**src/rtl/cop_pkg.sv**
```systemverilog
// ----------------------------------------------------------------------------
// cop_pkg: shared types and constants of the circle outline pixel generator
// Holds the beat layouts of both channels, the operation codes, the pixel
// group kinds and the constants of the midpoint decision update.
// ----------------------------------------------------------------------------
package cop_pkg;

    // Width of a pixel coordinate. Sums wrap at this width.
    localparam int COORD_BITS = 16;
    // Width of the signed decision value.
    localparam int DEC_BITS   = COORD_BITS + 6;
    localparam int COLOR_BITS = 32;

    // Most results that one input beat can cause, and the index width.
    localparam int MAX_RESULTS = 8;
    localparam int IDX_BITS    = $clog2(MAX_RESULTS);

    // Midpoint decision constants.
    localparam int DEC_INIT     = 3;
    localparam int DEC_INC_KEEP = 6;
    localparam int DEC_INC_STEP = 10;

    // Operation codes.
    localparam logic OP_START = 1'b0;
    localparam logic OP_STEP  = 1'b1;

    // Kind of pixel group that one input beat produces.
    typedef enum logic [1:0] {
        K_MARK,   // a single marker result, no pixel
        K_AXIS,   // the four axis points of a new circle
        K_OCT,    // eight octant points
        K_DIAG    // the four diagonal points that end a circle
    } t_kind;

    typedef struct packed {
        logic                  operation;
        logic [COORD_BITS-1:0] center_x;
        logic [COORD_BITS-1:0] center_y;
        logic [COORD_BITS-1:0] radius;
        logic [COLOR_BITS-1:0] color;
    } t_in_item;

    typedef struct packed {
        logic [COORD_BITS-1:0] pixel_x;
        logic [COORD_BITS-1:0] pixel_y;
        logic [COLOR_BITS-1:0] pixel_color;
        logic                  is_pixel;
        logic                  last_of_item;
        logic                  circle_done;
    } t_out_item;

endpackage

```
**src/rtl/circle_outline_pixel_generator.sv**
```systemverilog
// ----------------------------------------------------------------------------
// circle_outline_pixel_generator: midpoint circle outline pixel source
// Turns start and step beats into the outline pixels of a circle, one pixel
// beat per cycle on the output channel while it is not stalled.
// ----------------------------------------------------------------------------
// A start beat (operation 0) latches centre, radius and color and yields the
// four axis points; every step beat (operation 1) then yields the next group
// of eight octant points, or the four diagonal points that finish the circle.
// A start with radius zero, or a step while no circle is in progress, yields
// one marker beat with is_pixel low and circle_done high. The output channel
// carries one result beat per cycle while it is not stalled, so an input beat
// occupies the block until its last result moves into the output register,
// and a circle of radius r takes about 0.7*r step beats. The next input beat
// is taken in the same cycle that the last pixel of the current group moves
// into the output register, so groups follow each other without a gap while
// the consumer keeps up. Coordinates wrap modulo 2^16. A start beat accepted
// while a circle is in progress abandons that circle.
// ----------------------------------------------------------------------------
module circle_outline_pixel_generator (
    input  logic                  i_clk,
    input  logic                  i_rst_n,
    input  logic                  i_in_valid,
    output logic                  o_in_stall,
    input  cop_pkg::t_in_item     i_in_beat,
    output logic                  o_out_valid,
    input  logic                  i_out_stall,
    output cop_pkg::t_out_item    o_out_beat
);

    localparam int CW = cop_pkg::COORD_BITS;
    localparam int DW = cop_pkg::DEC_BITS;
    localparam int IW = cop_pkg::IDX_BITS;

    // Circle state: what the next step beat works from.
    logic [CW-1:0]                  r_cx, r_cy, n_cx, n_cy;
    logic [cop_pkg::COLOR_BITS-1:0] r_color, n_color;
    logic [CW-1:0]                  r_x, r_y, n_x, n_y;
    logic signed [DW-1:0]           r_dec, n_dec;
    logic                           r_busy, n_busy;

    // Group register: one accepted beat's pixel group, walked by r_idx.
    logic                           r_grp_valid;
    cop_pkg::t_kind                 r_grp_kind, n_grp_kind;
    logic [CW-1:0]                  r_grp_cx, r_grp_cy;
    logic [cop_pkg::COLOR_BITS-1:0] r_grp_color;
    logic [CW-1:0]                  r_grp_a, r_grp_b, n_grp_a, n_grp_b;
    logic [IW-1:0]                  r_idx;

    // Output register.
    logic                           r_out_valid;
    cop_pkg::t_out_item             r_out, n_out;

    logic in_acc;
    logic grp_adv;
    logic grp_last;

    // The group moves one pixel into the output register whenever that
    // register is empty or is being emptied in this cycle.
    assign grp_adv    = r_grp_valid && (!r_out_valid || !i_out_stall);
    // A new beat may enter once the group register frees up in this cycle.
    assign o_in_stall = r_grp_valid && !(grp_adv && grp_last);
    assign in_acc     = i_in_valid && !o_in_stall;

    // ------------------------------------------------------------------
    // Circle state update and group setup for the incoming beat.
    // ------------------------------------------------------------------
    always_comb begin
        n_cx       = r_cx;
        n_cy       = r_cy;
        n_color    = r_color;
        n_x        = r_x;
        n_y        = r_y;
        n_dec      = r_dec;
        n_busy     = r_busy;
        n_grp_kind = cop_pkg::K_MARK;
        n_grp_a    = '0;
        n_grp_b    = '0;
        if (i_in_beat.operation == cop_pkg::OP_START) begin
            n_cx    = i_in_beat.center_x;
            n_cy    = i_in_beat.center_y;
            n_color = i_in_beat.color;
            if (i_in_beat.radius == '0) begin
                n_busy = 1'b0;
            end else begin
                n_busy     = 1'b1;
                n_x        = CW'(1);
                n_y        = i_in_beat.radius;
                n_dec      = DW'(cop_pkg::DEC_INIT) - (DW'(i_in_beat.radius) << 1);
                n_grp_kind = cop_pkg::K_AXIS;
                n_grp_a    = i_in_beat.radius;
            end
        end else if (r_busy) begin
            if (r_x < r_y) begin
                n_grp_kind = cop_pkg::K_OCT;
                n_grp_a    = r_x;
                n_grp_b    = r_y;
                if (r_dec[DW-1]) begin
                    n_dec = r_dec + (DW'(r_x) << 2) + DW'(cop_pkg::DEC_INC_KEEP);
                end else begin
                    n_dec = r_dec + ((DW'(r_x) - DW'(r_y)) << 2)
                          + DW'(cop_pkg::DEC_INC_STEP);
                    n_y   = r_y - CW'(1);
                end
                n_x = r_x + CW'(1);
            end else begin
                n_grp_kind = cop_pkg::K_DIAG;
                n_grp_a    = r_y;
                n_busy     = 1'b0;
            end
        end
    end

    // ------------------------------------------------------------------
    // Pixel selection for the current index of the group.
    // In an octant group the upper half swaps the roles of x and y; the
    // sign pattern over the low two index bits is ++, +-, --, -+.
    // ------------------------------------------------------------------
    logic [CW-1:0] e_dx, e_dy;
    logic          e_negx, e_negy, e_pix, e_done;

    always_comb begin
        e_dx     = r_grp_a;
        e_dy     = r_grp_a;
        e_negx   = r_idx[1];
        e_negy   = r_idx[1] ^ r_idx[0];
        e_pix    = 1'b1;
        e_done   = 1'b0;
        grp_last = (r_idx[1:0] == 2'b11);
        case (r_grp_kind)
            cop_pkg::K_MARK: begin
                e_dx     = '0;
                e_dy     = '0;
                e_negx   = 1'b0;
                e_negy   = 1'b0;
                e_pix    = 1'b0;
                e_done   = 1'b1;
                grp_last = 1'b1;
            end
            cop_pkg::K_AXIS: begin
                // Points (0,+r), (0,-r), (+r,0), (-r,0).
                e_dx   = r_idx[1] ? r_grp_a : '0;
                e_dy   = r_idx[1] ? '0 : r_grp_a;
                e_negx = r_idx[1] & r_idx[0];
                e_negy = !r_idx[1] & r_idx[0];
            end
            cop_pkg::K_OCT: begin
                e_dx     = r_idx[2] ? r_grp_b : r_grp_a;
                e_dy     = r_idx[2] ? r_grp_a : r_grp_b;
                grp_last = (r_idx == IW'(cop_pkg::MAX_RESULTS - 1));
            end
            cop_pkg::K_DIAG: begin
                e_done = grp_last;
            end
            default: begin
                e_pix = 1'b0;
            end
        endcase
    end

    always_comb begin
        n_out.pixel_x      = '0;
        n_out.pixel_y      = '0;
        if (e_pix) begin
            n_out.pixel_x = e_negx ? (r_grp_cx - e_dx) : (r_grp_cx + e_dx);
            n_out.pixel_y = e_negy ? (r_grp_cy - e_dy) : (r_grp_cy + e_dy);
        end
        n_out.pixel_color  = r_grp_color;
        n_out.is_pixel     = e_pix;
        n_out.last_of_item = grp_last;
        n_out.circle_done  = e_done;
    end

    // ------------------------------------------------------------------
    // Registers.
    // ------------------------------------------------------------------
    always_ff @(posedge i_clk) begin
        if (!i_rst_n) begin
            r_cx        <= '0;
            r_cy        <= '0;
            r_color     <= '0;
            r_x         <= '0;
            r_y         <= '0;
            r_dec       <= '0;
            r_busy      <= 1'b0;
            r_grp_valid <= 1'b0;
            r_idx       <= '0;
            r_out_valid <= 1'b0;
        end else begin
            if (in_acc) begin
                r_cx        <= n_cx;
                r_cy        <= n_cy;
                r_color     <= n_color;
                r_x         <= n_x;
                r_y         <= n_y;
                r_dec       <= n_dec;
                r_busy      <= n_busy;
                r_grp_valid <= 1'b1;
                r_idx       <= '0;
            end else if (grp_adv) begin
                if (grp_last) begin
                    r_grp_valid <= 1'b0;
                end else begin
                    r_idx <= r_idx + IW'(1);
                end
            end
            if (grp_adv) begin
                r_out_valid <= 1'b1;
            end else if (!i_out_stall) begin
                r_out_valid <= 1'b0;
            end
        end
    end

    // Payload registers carry no reset.
    always_ff @(posedge i_clk) begin
        if (in_acc) begin
            r_grp_kind  <= n_grp_kind;
            r_grp_cx    <= n_cx;
            r_grp_cy    <= n_cy;
            r_grp_color <= n_color;
            r_grp_a     <= n_grp_a;
            r_grp_b     <= n_grp_b;
        end
        if (grp_adv) begin
            r_out <= n_out;
        end
    end

    assign o_out_valid = r_out_valid;
    assign o_out_beat  = r_out;

endmodule

```
**config.mk**
```make
export PLATFORM = sky130hd
export DESIGN_NAME = circle_outline_pixel_generator
export DESIGN_NICKNAME = d
export VERILOG_FILES = /design/src/rtl/cop_pkg.sv /design/src/rtl/circle_outline_pixel_generator.sv
export SDC_FILE = /design/constraint.sdc
export NUM_CORES = 1
export LEC_CHECK = 0
export BUFFER_PORTS_ARGS = -buffer_cell sky130_fd_sc_hd__buf_2
export CAP_MARGIN = 20
export CORE_UTILIZATION = 31
export CTS_CLUSTER_DIAMETER = 60
export CTS_CLUSTER_SIZE = 25
export DETAILED_ROUTE_END_ITERATION = 10
export GPL_TIMING_DRIVEN = 0
export PLACE_DENSITY = 0.58
export SYNTH_ARGS = -nofsm -noshare
export SYNTH_HDL_FRONTEND = slang
export SYNTH_SLANG_ARGS = --single-unit
```
**constraint.sdc**
```tcl
create_clock -name i_clk -period 6.67 [get_ports i_clk]
set_input_delay 0.3335 -clock i_clk [delete_from_list [all_inputs] [get_ports i_clk]]
set_output_delay 0.3335 -clock i_clk [all_outputs]
set_load 0.05 [all_outputs]
```
==> results.json <==
{
  "status": "complete, no violations",
  "netlist_instances": 1779,
  "leakage_uw": 0.00841,
  "relSlewSlack_pct": 24.5,
  "fp.dieH_um": 240,
  "final_cells": 2739,
  "placedCellCount": 2682,
  "via_per_inst": 5.13,
  "r2r_start": "r_idx[2]",
  "cts-resized-gates": 0,
  "holdPathStages": 3,
  "crit_required_ns": 7.08,
  "clkLatencyLatePin_ns": 0.59,
  "arrival_ns": 6.00,
  "ys_types": 76,
  "antenna_found_initial": 1,
  "endpoint_kind": "flip-flop",
  "hold_end": "o_out_valid",
  "syn_area_per_cell_um2": 9.83,
  "h-tree-depth": 1,
  "fin_area_um2": 20400,
  "fp.dieW_um": 240,
  "rsz0062_at_grt": "false",
  "firstDrtPassIters": 5,
  "path_clk_slew_ns": 0.08,
  "drive_above_1_share_pct": 15.3,
  "max_freq_mhz": 179,
  "grt_max_degree": 66,
  "worst-path-max-fanout": 10,
  "syn_nets": 1999,
  "min_path_type": "in2reg",
  "grt_pass1_wl_um": 76900,
  "ant_nets": 0,
  "core-area_um2": 55400,
  "port_buffers": 152,
  "dr.first_iter.drc_count": 892,
  "power.switching_uw": 2040,
  "powerDensity_nw_per_um2": 277,
  "synth_area_um2": 17500,
  "finalHoldViolCount": 0,
  "cts_sinks": 288,
  "p_int_uw": 3610,
  "grtUsageTotal_pct": 17.2,
  "nets": 2188,
  "synthArstFlopShare_pct": 0,
  "synth_edf_count": 165,
  "vias": 14100,
  "overflow": 0,
  "regToRegSetupSlack_ns": 1.08,
  "wirelength_um": 50600,
  "p_seq_share_pct": 37.7,
  "power_frac_comb_pct": 30.3,
  "swShare_pct": 36.0,
  "finalSetupViolCount": 0,
  "skew_ns": 0.0269,
  "yosysSeqAreaShare_pct": 42.4,
  "final_cell_mix": "182 x nor2_1, 165 x edfxtp_1, 159 x buf_2",
  "cts_tree": "yes",
  "clk_path_buf_depth": 3,
  "cts_root_buf": "clkbuf_16",
  "wl_per_cell_um": 18.5,
  "ff2ff_path_depth": 16,
  "ios": 154,
  "yosysWarnings": 0,
  "worst_slew_pin_slew_ns": 1.13,
  "start_util_pct": 31.6,
  "synth_top_flop_cell": "edfxtp_1",
  "finalPower_uw": 5650,
  "drv_cap": 0,
  "crit_type": "reg2reg",
  "finalCritPeriodShare_pct": 83.7,
  "gp_congestion": 0.939,
  "die_area_um2": 57400,
  "placedInstanceArea_um2": 19300,
  "reg2reg_to": "o_out_beat[48]",
  "ir_worst_vdd_mv": 0.159,
  "postCtsSetupBuffers": 0,
  "clkPwrFrac_pct": 32.0,
  "remaining_drc_errors": 0,
  "ys_ff_latch": 288,
  "placementRows": 86,
  "final_common_cell": "nor2_1",
  "cts_made_buffers": 29,
  "cp-start-kind": "flip-flop",
  "slew_viol_final": 0,
  "dpl.hpwl_um": 39600,
  "hp-start": "i_out_stall",
  "fillers": 5533,
  "min_period_ns": 5.59,
  "syn_to_final_growth_pct": 16.6,
  "grt_pass1_vias": 13800
}
-- synthesized netlist by cell type, drive strengths merged, types with 57 or more instances --
cell type    n  share of area [%]
ha         130                9.3
mux2i       70                4.0
nor2       182                3.9
edfxtp     165                 28
clkbuf      58                1.2
a21oi      120                3.4
o21ai      120                3.5
inv         75                1.6
mux2        66                4.2
nand2      103                2.2
dfxtp      123                 14
xnor2       57                2.9
-- logic make-up (layout without fill, tap and decap cells) --
logic type / count (synthesis) / after routing / share of synthesized area (%)
AND/OR/NAND/NOR: 523 / 523 / 14.7
buffers and inverters: 148 / 359 / 3.26
multiplexers: 136 / 136 / 8.26
AO/OA/AOI/OAI: 448 / 448 / 16.5
flip-flops: 288 / 288 / 42.4
XOR/XNOR: 101 / 101 / 5.06
other: 0 / 1 / 0
adder cells (fa/ha/maj): 135 / 135 / 9.87
-- flip-flops by register name, indices dropped and copies added (netlist names), 16 cells and up --
register     count
r_dec           21
r_cx            16
r_x             16
r_grp_a         16
r_color         32
o_out_beat      67
r_cy            16
r_grp_cy        16
r_y             16
r_grp_b         16
r_grp_cx        16
r_grp_color     32
-- layout make-up --
cell class              count  area [µm²]  share of cell area, %
clock buffers              32         747                   3.66
well taps                 748         936                   4.59
diodes                      1        2.50                 0.0123
multi-input cells        1343        9510                   46.6
repair buffers            158         866                   4.25
inverters                  75         282                   1.38
flip-flops and latches    288        7420                   36.4
clock inverters            21         348                   1.71
plain buffers              73         290                   1.42
-- power groups by stage --
stage	clock network, µW	registers, µW	logic (µW)
floorplan	0	2310	1130
global placement	0	2180	1650
detailed placement	0	2170	1700
CTS	1850	2130	1710
global route	1910	2150	1890
finish	1810	2130	1710
-- repair_timing --
action / CTS / global route
hold buffers: 1 / 0
endpoints found under the hold margin: 1 / 0
setup endpoints to repair: 0 / 0
-- through the flow --
step	utilization [%]	hold slack [ns]	worst slack, ns	TNS (ns)
CTS	36.7	0.00728	1.02	0
detailed placement	34.8	0.405	1.01	0
global route	36.8	0.0457	0.653	0
floorplan	-	0.400	0.772	0
global placement	34.6	0.400	-1.98	-199.96
finish	36.8	0.0340	1.08	0
-- layer usage --
metal  routed length (µm)  up-vias  part of all wire, %  track usage [%]
met5                   11        -                0.022                0
met4                 1190        2                  2.3             4.62
met3                 2400       72                  4.7             2.35
met2                24800      348                   49             30.5
met1                22300     6744                   44             21.6
li1                     -     6897                    -                -
-- worst max path at each step --
| stage | to | startpoint | slack [ns] |
|---|---|---|---|
| floorplan | r_cy[10] | r_grp_kind[0] | 0.77 |
| global placement | r_cy[13] | r_grp_kind[0] | -1.98 |
| detailed placement | o_out_beat[49] | r_idx[2] | 1.01 |
| CTS | o_out_beat[49] | r_idx[2] | 1.02 |
| global route | o_out_beat[48] | r_idx[2] | 0.65 |
| finish | o_out_beat[48] | r_idx[2] | 1.08 |
-- critical path, cell delays in order, from the launching register on --
cell	delay (ns)
dfxtp_1	0.34
clkbuf_1	0.30
buf_2	0.28
clkbuf_1	0.39
mux2i_1	0.17
o21ai_0	0.57
inv_1	0.10
ha_1	0.29
o21ai_0	0.44
ha_1	0.33
a21o_1	0.18
a21o_1	0.20
a311oi_1	0.59
a211o_1	0.30
a31oi_1	0.15
or4b_2	0.63
a31oi_1	0.18
Note: power is estimated with default switching activity, not from simulation.
